**src/assert_macros.svh**
```systemverilog
// ----------------------------------------------------------------------------
// assertion macros
// shared concurrent assertion forms, clocked on clk and disabled in reset
// ----------------------------------------------------------------------------
`ifndef ASSERT_MACROS_SVH
`define ASSERT_MACROS_SVH

// property holds in the same cycle
`define FAB_ASSERT(lbl, prop, msg) \
  lbl: assert property (@(posedge clk) disable iff (!rst_n) (prop)) else $error(msg);

// antecedent is followed in the next cycle by the consequent
`define FAB_ASSERT_NEXT(lbl, ante, cons, msg) \
  lbl: assert property (@(posedge clk) disable iff (!rst_n) (ante) |=> (cons)) else $error(msg);

`endif

```
**src/fab_word_scan.sv**
```systemverilog
// ----------------------------------------------------------------------------
// fab_word_scan
// finds the lowest free frame bit of one bitmap word inside the search window
// ----------------------------------------------------------------------------
module fab_word_scan #(
  parameter int WORD_BITS = 32,
  parameter int BW        = 5
) (
  input  logic [WORD_BITS-1:0] word,
  input  logic [WORD_BITS-1:0] window,
  output logic                 found,
  output logic [BW-1:0]        bit_idx
);

  logic [WORD_BITS-1:0] avail;

  assign avail = ~word & window;
  assign found = |avail;

  always_comb begin
    bit_idx = '0;
    for (int j = WORD_BITS - 1; j >= 0; j--) begin
      if (avail[j]) begin
        bit_idx = BW'(j);
      end
    end
  end

endmodule

```
**config.mk**
```make
export PLATFORM = sky130hd
export DESIGN_NAME = fab_word_scan
export DESIGN_NICKNAME = d
export VERILOG_FILES = /design/src/assert_macros.svh /design/src/fab_word_scan.sv
export SDC_FILE = /design/constraint.sdc
export NUM_CORES = 1
export LEC_CHECK = 0
export ABC_AREA = 1
export BUFFER_PORTS_ARGS = -buffer_cell sky130_fd_sc_hd__clkbuf_2
export CAP_MARGIN = 20
export CORE_MARGIN = 2
export CORE_UTILIZATION = 40
export DETAILED_ROUTE_END_ITERATION = 8
export PLACE_DENSITY = 0.88
export SETUP_SLACK_MARGIN = 0.3
export SLEW_MARGIN = 20
export SYNTH_ARGS = -nofsm -noshare
export SYNTH_HDL_FRONTEND = slang
export SYNTH_SLANG_ARGS = --single-unit
export TNS_END_PERCENT = 5
```
**constraint.sdc**
```tcl
create_clock -name vclk -period 5.8
set_input_delay 0.87 -clock vclk [all_inputs]
set_output_delay 0.87 -clock vclk [all_outputs]
set_load 0.05 [all_outputs]
```
==> flow_metrics.py <==
metrics = {
    "status": {
        "status": "complete, no violations",
    },
    "run": {
        "cap_viol_max_count": 0,
    },
    "final_layout": {
        "antennaDiodeCount": 0,
        "synthToLayoutAreaGrowth_pct": 55.74,
        "seq_area_um2": 0,
        "finalCoreUtilization_pct": 67.90,
        "mostFrequentLayoutCell": "clkbuf_2",
        "clock_buffers": 0,
        "seq_cell_count": 0,
        "final_area_um2": 1035,
        "layout_common_cells": "clkbuf_2, nand2_1, inv_1, nand2_2, nor2_1",
        "stdcell_count": 231,
        "drive_gt1_share_pct": 50.23,
        "num-nets-final": 281,
    },
    "timing": {
        "rsz0062_at_grt": "false",
        "period_share_pct": 63.25,
        "tns_ns": 0,
        "setup_violations": 0,
        "tightestPinTransition_ns": 0.2878,
        "setup_ws_ns": 2.132,
        "whs_ns": 2.188,
        "fin_crit_ns": 3.668,
        "max_slew_margin_pct": 80.89,
        "hold_violations": 0,
        "max_freq_ghz": 0.2726,
        "slew_viol_final": 0,
    },
    "route": {
        "ant_nets": 0,
        "drt_iter0_markers": 3,
        "via_per_inst": 4.186,
        "post_drt_wl_per_cell_um": 6.952,
        "drcViolationCount": 0,
        "drt-total-wl_um": 1606,
        "dr.pass1.iters": 4,
        "num_vias": 967,
    },
    "critical_path": {
        "worstPathArrival_ns": 2.80,
        "slowest_stage": "clkbuf_2",
        "worstSetupPathType": "in -> out",
        "critical_path_required_ns": 4.93,
        "critPathMostFrequentCell": "nand2_1",
        "path_max_fanout": 2,
        "critical-path-top-delay-family": "simple AND/OR/NAND/NOR gates",
        "cp_slowest_stage_delay_ns": 0.28,
        "critical_path_buf_inv_count": 3,
        "cp-end-kind": "primary output",
        "startpoint_type": "primary input",
    },
    "pwr": {
        "power_density_nw_per_um2": 78.08,
        "power_leakage_nw": 0.7791,
        "peakVddDrop_v": 0.00004175,
        "fin_total_pwr_uw": 80.80,
    },
    "cts": {
        "cts_hold_buf": 0,
        "ctsResizeCount": 0,
        "cts_setup_buffers": 0,
    },
    "yosys": {
        "netlist_instances": 145,
        "synth.mux.area_fraction_pct": 0,
        "synth_compound_area_share_pct": 9.040,
        "synth_top_area_cell": "nand2_1",
        "syn-cell-area_um2": 664.4,
        "synth.distinct_cells": 15,
        "synth.top_cell.area_share_pct": 29.94,
        "synth_top_family_by_area": "simple AND/OR/NAND/NOR gates",
        "synth_area_leaders": "nand2_1, nand2_2, inv_1, nor2_1, nand2_4",
        "synth_fa_ha_area_share_pct": 0,
        "synthSimpleGateAreaFrac_pct": 72.88,
        "synth_xor_area_share_pct": 0,
        "yosys_warnings": 0,
        "syn_avg_cell_area_um2": 4.582,
        "ys_seq_area_share_pct": 0,
        "syn-num-nets": 209,
    },
    "global_routing": {
        "antenna_found_initial": 0,
        "grt-ovfl-total": 0,
        "grt_pass1_wl_um": 2663,
        "grt_max_degree": 4,
        "track_usage_pct": 16.36,
        "grt_pass1_vias": 823,
    },
    "die": {
        "rows": 14,
        "start_util_pct": 43.60,
        "dieArea_um2": 2003,
        "ios": 70,
        "die_h_um": 44.76,
        "core_um2": 1524,
        "dieWidth_um": 44.76,
    },
    "placement": {
        "placed_area_um2": 1035,
        "dp.cells": 231,
        "io_buffers": 70,
        "place_congestion": 0.6853,
        "dp_slack_ns": 2.119,
        "dp_hpwl_um": 1592,
    },
    "min_path": {
        "hold_class": "in -> out",
    },
}
==> Yosys cell counts <==
cell type,count
o21ai_0,1
inv_2,8
nand2_2,24
nand2_1,53
o21bai_1,1
nor3_1,1
nor2_1,21
nand2_4,4
o21ai_1,1
a31oi_1,3
inv_1,24
nor2_2,1
a21oi_2,1
o31ai_1,1
a21boi_1,1
==> tightest hold or removal path, cell delays in order <==
cell	delay [ns]
clkbuf_2	0.08
nand2_1	0.09
a21oi_2	0.06
clkbuf_2	0.23
==> where the power goes <==
group | switching, mW | internal (mW) | total, mW
sequential | 0 | 0 | 0
combinational | 0.0459 | 0.0349 | 0.0808
clock | 0 | 0 | 0
total | 0.0459 | 0.0349 | 0.0808
==> metal layers <==
layer / up-vias / track usage [%] / part of all wire (%)
met5: - / 0 / 0
met4: 0 / 2.424 / 0
met3: 0 / 1.600 / 11
met2: 38 / 35.07 / 54
met1: 371 / 16.63 / 35
li1: 558 / - / -
==> final timing paths <==
kind                endpoint       start  cells after the start  slack [ns]
setup / recovery  bit_idx[0]  window[31]                     34        2.13
hold / removal    bit_idx[0]   window[1]                      4        2.19
==> final cells by class <==
type               instances  area, um2
inverters                 32      120.1
fillers                  144      489.2
repair buffers            70      350.3
multi-input cells        113      544.3
well taps                 16      20.02
==> cell families after synthesis <==
kind of cell / Yosys count
compound gates: 9
simple gates: 104
buf+inv: 32
Power figures use the tool's default switching activity.
