### config.mk
export PLATFORM = sky130hd
export DESIGN_NAME = fab_bitmap_ram
export DESIGN_NICKNAME = d
export VERILOG_FILES = /design/src/assert_macros.svh /design/src/fab_bitmap_ram.sv
export SDC_FILE = /design/constraint.sdc
export NUM_CORES = 2
export LEC_CHECK = 0
export ABC_AREA = 1
export BUFFER_PORTS_ARGS = -buffer_cell sky130_fd_sc_hd__buf_2
export CORE_MARGIN = 2
export CORE_UTILIZATION = 35
export DETAILED_ROUTE_END_ITERATION = 16
export HOLD_SLACK_MARGIN = 0.06
export PLACE_DENSITY_LB_ADDON = 0.08
export SKIP_LAST_GASP = 1
export SLEW_MARGIN = 20
export SYNTH_ARGS = -nofsm -noshare
export SYNTH_HDL_FRONTEND = slang
export SYNTH_SLANG_ARGS = --single-unit
### constraint.sdc
create_clock -name clk -period 3.5 [get_ports clk]
set_input_delay 0.525 -clock clk [delete_from_list [all_inputs] [get_ports clk]]
set_output_delay 0.525 -clock clk [all_outputs]
set_load 0.005 [all_outputs]
### src/assert_macros.svh
// ----------------------------------------------------------------------------
// assertion macros
// shared concurrent assertion forms, clocked on clk and disabled in reset
// ----------------------------------------------------------------------------
`ifndef ASSERT_MACROS_SVH
`define ASSERT_MACROS_SVH

// property holds in the same cycle
`define FAB_ASSERT(lbl, prop, msg) \
  lbl: assert property (@(posedge clk) disable iff (!rst_n) (prop)) else $error(msg);

// antecedent is followed in the next cycle by the consequent
`define FAB_ASSERT_NEXT(lbl, ante, cons, msg) \
  lbl: assert property (@(posedge clk) disable iff (!rst_n) (ante) |=> (cons)) else $error(msg);

`endif

### src/fab_bitmap_ram.sv
// ----------------------------------------------------------------------------
// fab_bitmap_ram
// used/free bitmap store, one write and one registered read per cycle
// ----------------------------------------------------------------------------
module fab_bitmap_ram #(
  parameter int DEPTH = 128,
  parameter int WIDTH = 32,
  parameter int AW    = 7
) (
  input  logic             clk,
  input  logic             we,
  input  logic [AW-1:0]    waddr,
  input  logic [WIDTH-1:0] wdata,
  input  logic             re,
  input  logic [AW-1:0]    raddr,
  output logic [WIDTH-1:0] rdata
);

  logic [WIDTH-1:0] mem [DEPTH];

  always_ff @(posedge clk) begin
    if (we) begin
      mem[waddr] <= wdata;
    end
  end

  always_ff @(posedge clk) begin
    if (re) begin
      rdata <= mem[raddr];
    end
  end

endmodule

==> metrics.md <==
| Metric | Value |
|---|---|
| Finish-stage setup viols | 0 |
| Crit Path Max Fanout | 38 |
| FP Rows | approximately 250 |
| Post_cts resized | 0 |
| Slew Viols, Final | 0 |
| Share of layout cells above drive strength 1 | 0.119 |
| WS Path Type | in -> reg |
| Ys Warns | 0 |
| DP Wirelength | 356 mm |
| Max-cap violations | 0 |
| # DRC | 0 |
| Die span in y | 691 um |
| Final hold slack | 143 ps |
| Max VDD drop | 0.466 mV |
| R2R cell count | 8 |
| #FFs+latches synth | about 4100 |
| Mean Syn Cell Area | between 10 and 15 um2 |
| Design area | 195000 um2 |
| Die X | 691 um |
| First-pass GRT wire length | around 850 mm |
| Hold Crit Depth | 1 |
| P&R area growth vs syn | 18.3% |
| Port buffer count | 80 |
| CTS sink count | 4128 |
| Setup repair after global routing missed its margin | no |
| DRT Pass-1 Iters | 7 |
| DRC marker count from the first detailed-route iteration | 13900 |
| Outcome | complete, no violations |
| CTS HTree Levels | 5 |
| Final net count | 13900 |
| Die area | 477000 um2 |
| RD Place Congestion | 0.834 |
| Yosys cell types | 14 |
| RR Startpoint | mem[103][9] |
| R2R Setup Slk | 740 ps |
| Area post-placement | 180000 um2 |
| Initial Utilization | 0.351 |
| ANT nets after route | 0 |
| Part of the cycle the worst path needs | 0.850 |
| Seq/Total Area, Yosys | 0.751 |
| GRT Total Usage | 0.250 |
| Largest net degree at the start of global routing | 128 |
| Initial antenna violation count | 61 |
| Required @ worst endpoint | 4240 ps |
| CTS clk-pin slew, worst paths | 60 ps |
| Data arrival time of the critical path | 3720 ps |
| Routed via count | between 100k and 150k |
| Pwr Density | 565 nW/um2 |
| Setup crit end kind | flip-flop |
| Clk Tree Root Cell | clkbuf_16 |
| CTS max path bufs | 4 |
| Vias/cell | 5.43 |
| Remaining global-route overflow | 0 |
| Clk_skew | between 40 and 50 ps |
| Max-slew headroom | 0.189 |
| Syn Nets | between 10000 and 15000 |
| Final Critical Period | 2980 ps |
| I/O pins | 81 |
| Avg WL per Cell | ~30 um |
| Core area | around 470000 um2 |
| Clock latency at the later pin of the worst-skew pair | 1030 ps |
| HP Class | in -> reg |
| Final WS setup | approximately 520 ps |
| Synthesized cell area | ~160000 um2 |
| Critical Path Source Type | input port |
| Design Power | approximately 110 mW |
| Hold Path Sink | mem[74][21] |
| Max frequency | 336 MHz |
| Total CTS buffers | 458 |
| Pleak | 67.7 nW |
| HP Start | wdata[21] |
| Final hold violation count | 0 |
| Place WS | -550 ps |
| Vias in the first global route | 107000 |
| Final WL | 611 mm |
| Worst r2r dst | rdata[9] |
| Layout fillers | 43500 |
| CTS tree | yes |
| Worst Max-Slew Pin Slew | 1220 ps |
| Mapped Cells | around 13000 |
[registers in the layout (all words and copies together) (netlist names)]
register	flops
mem	4096
rdata	32
[where the power goes]
group / internal (mW) / switching, mW / leakage, nW / total, mW
Clock: 27.5 / 20.1 / 7.11 / 47.6
Sequential: 54.6 / 0.150 / 37.1 / 54.8
Combinational: 2.05 / 5.78 / 23.5 / 7.83
[placed cells by master (no fill, tap or decap), types with 8 or more instances in the layout]
| master | n |
|---|---|
| nor2_4 | 128 |
| clkinv_1 | 112 |
| dlygate4sd3_1 | 25 |
| clkbuf_1 | 88 |
| inv_1 | 18 |
| nand3_1 | 4035 |
| buf_6 | 33 |
| buf_12 | 315 |
| inv_6 | 12 |
| bufinv_16 | 45 |
| buf_2 | 41 |
| buf_4 | 540 |
| nor3_1 | 8 |
| diode_2 | 38 |
| nand2_1 | 4143 |
| clkbuf_16 | 465 |
| nand2_2 | 8 |
| edfxtp_1 | 4128 |
| clkinvlp_4 | 16 |
| clkinv_2 | 76 |
[metrics by stage]
step	setup TNS (ps)	cells	utilization
after global routing	0	20500	0.415
after floorplan	0	13400	-
after global placement	-3150	19600	0.383
after CTS	0	20500	0.415
final	0	20500	0.415
after detailed placement	-3280	19600	0.383
[routing by layer]
layer,vias to the layer above,wire (um),GRT usage,share of wire
met1,57200,272000,0.365,0.45
met5,-,13,0,0.000021
met4,2,15900,0.0631,0.026
li1,49100,-,-,-
met3,739,44300,0.0335,0.072
met2,4444,279000,0.393,0.46
[cells by family (layout without fill, tap and decap cells)]
group / count (synthesis) / in the layout / share of synthesized area
buffers and inverters: 933 / 1812 / 0.0284
DFF: 4128 / 4128 / 0.751
other: 0 / 38 / 0
and+or+nand+nor: 8328 / 8328 / 0.220
[synth_stat cells]
cell type,n,area (um2)
inv_1,20,75.1
buf_8,1,15.0
buf_4,86,646
edfxtp_1,4128,124000
nand2_1,4151,15600
inv_4,2,12.5
clkbuf_1,109,409
buf_6,11,124
nor2_1,134,503
buf_2,602,3010
buf_1,100,375
inv_2,2,7.51
nand3_1,4035,20200
nor3_1,8,40.0
[worst max path at each step]
stage,end,slack [ps],cells past startpoint,start
4_1_cts,rdata[9],570,14,raddr[0]
2_1_floorplan,mem[105][0],580,4,we
6_report,rdata[9],520,13,raddr[1]
3_3_place_gp,rdata[9],-530,14,raddr[0]
5_1_grt,rdata[9],440,14,raddr[0]
3_5_place_dp,rdata[9],-550,14,raddr[0]
[timing repair]
item                      4_1_cts  5_1_grt
hold endpoints to repair      343       13
hold buffers                   24        1
buffers inserted                0        0
[final cells by class]
type                       instances  area (um2)  area share
antenna                           38        95.1    0.000487
clock buffer                     553       12000      0.0613
clock inverter                   277        2640      0.0135
inverter                          24         144    0.000737
multi-input combinational       8328       37300       0.191
sequential                      4128      124000       0.635
tap                             6223        7790      0.0399
timing repair buffer             958       11300      0.0577
[critical path: stages]
cell	delay (ps)
buf_8	150
inv_16	260
buf_12	240
buf_12	320
buf_4	310
buf_4	190
nand3_1	80
nand3_1	80
nand3_1	80
nand3_1	120
nand3_1	380
nand3_1	610
nand2_1	120
No activity file was read; power rests on OpenSTA's default activity.
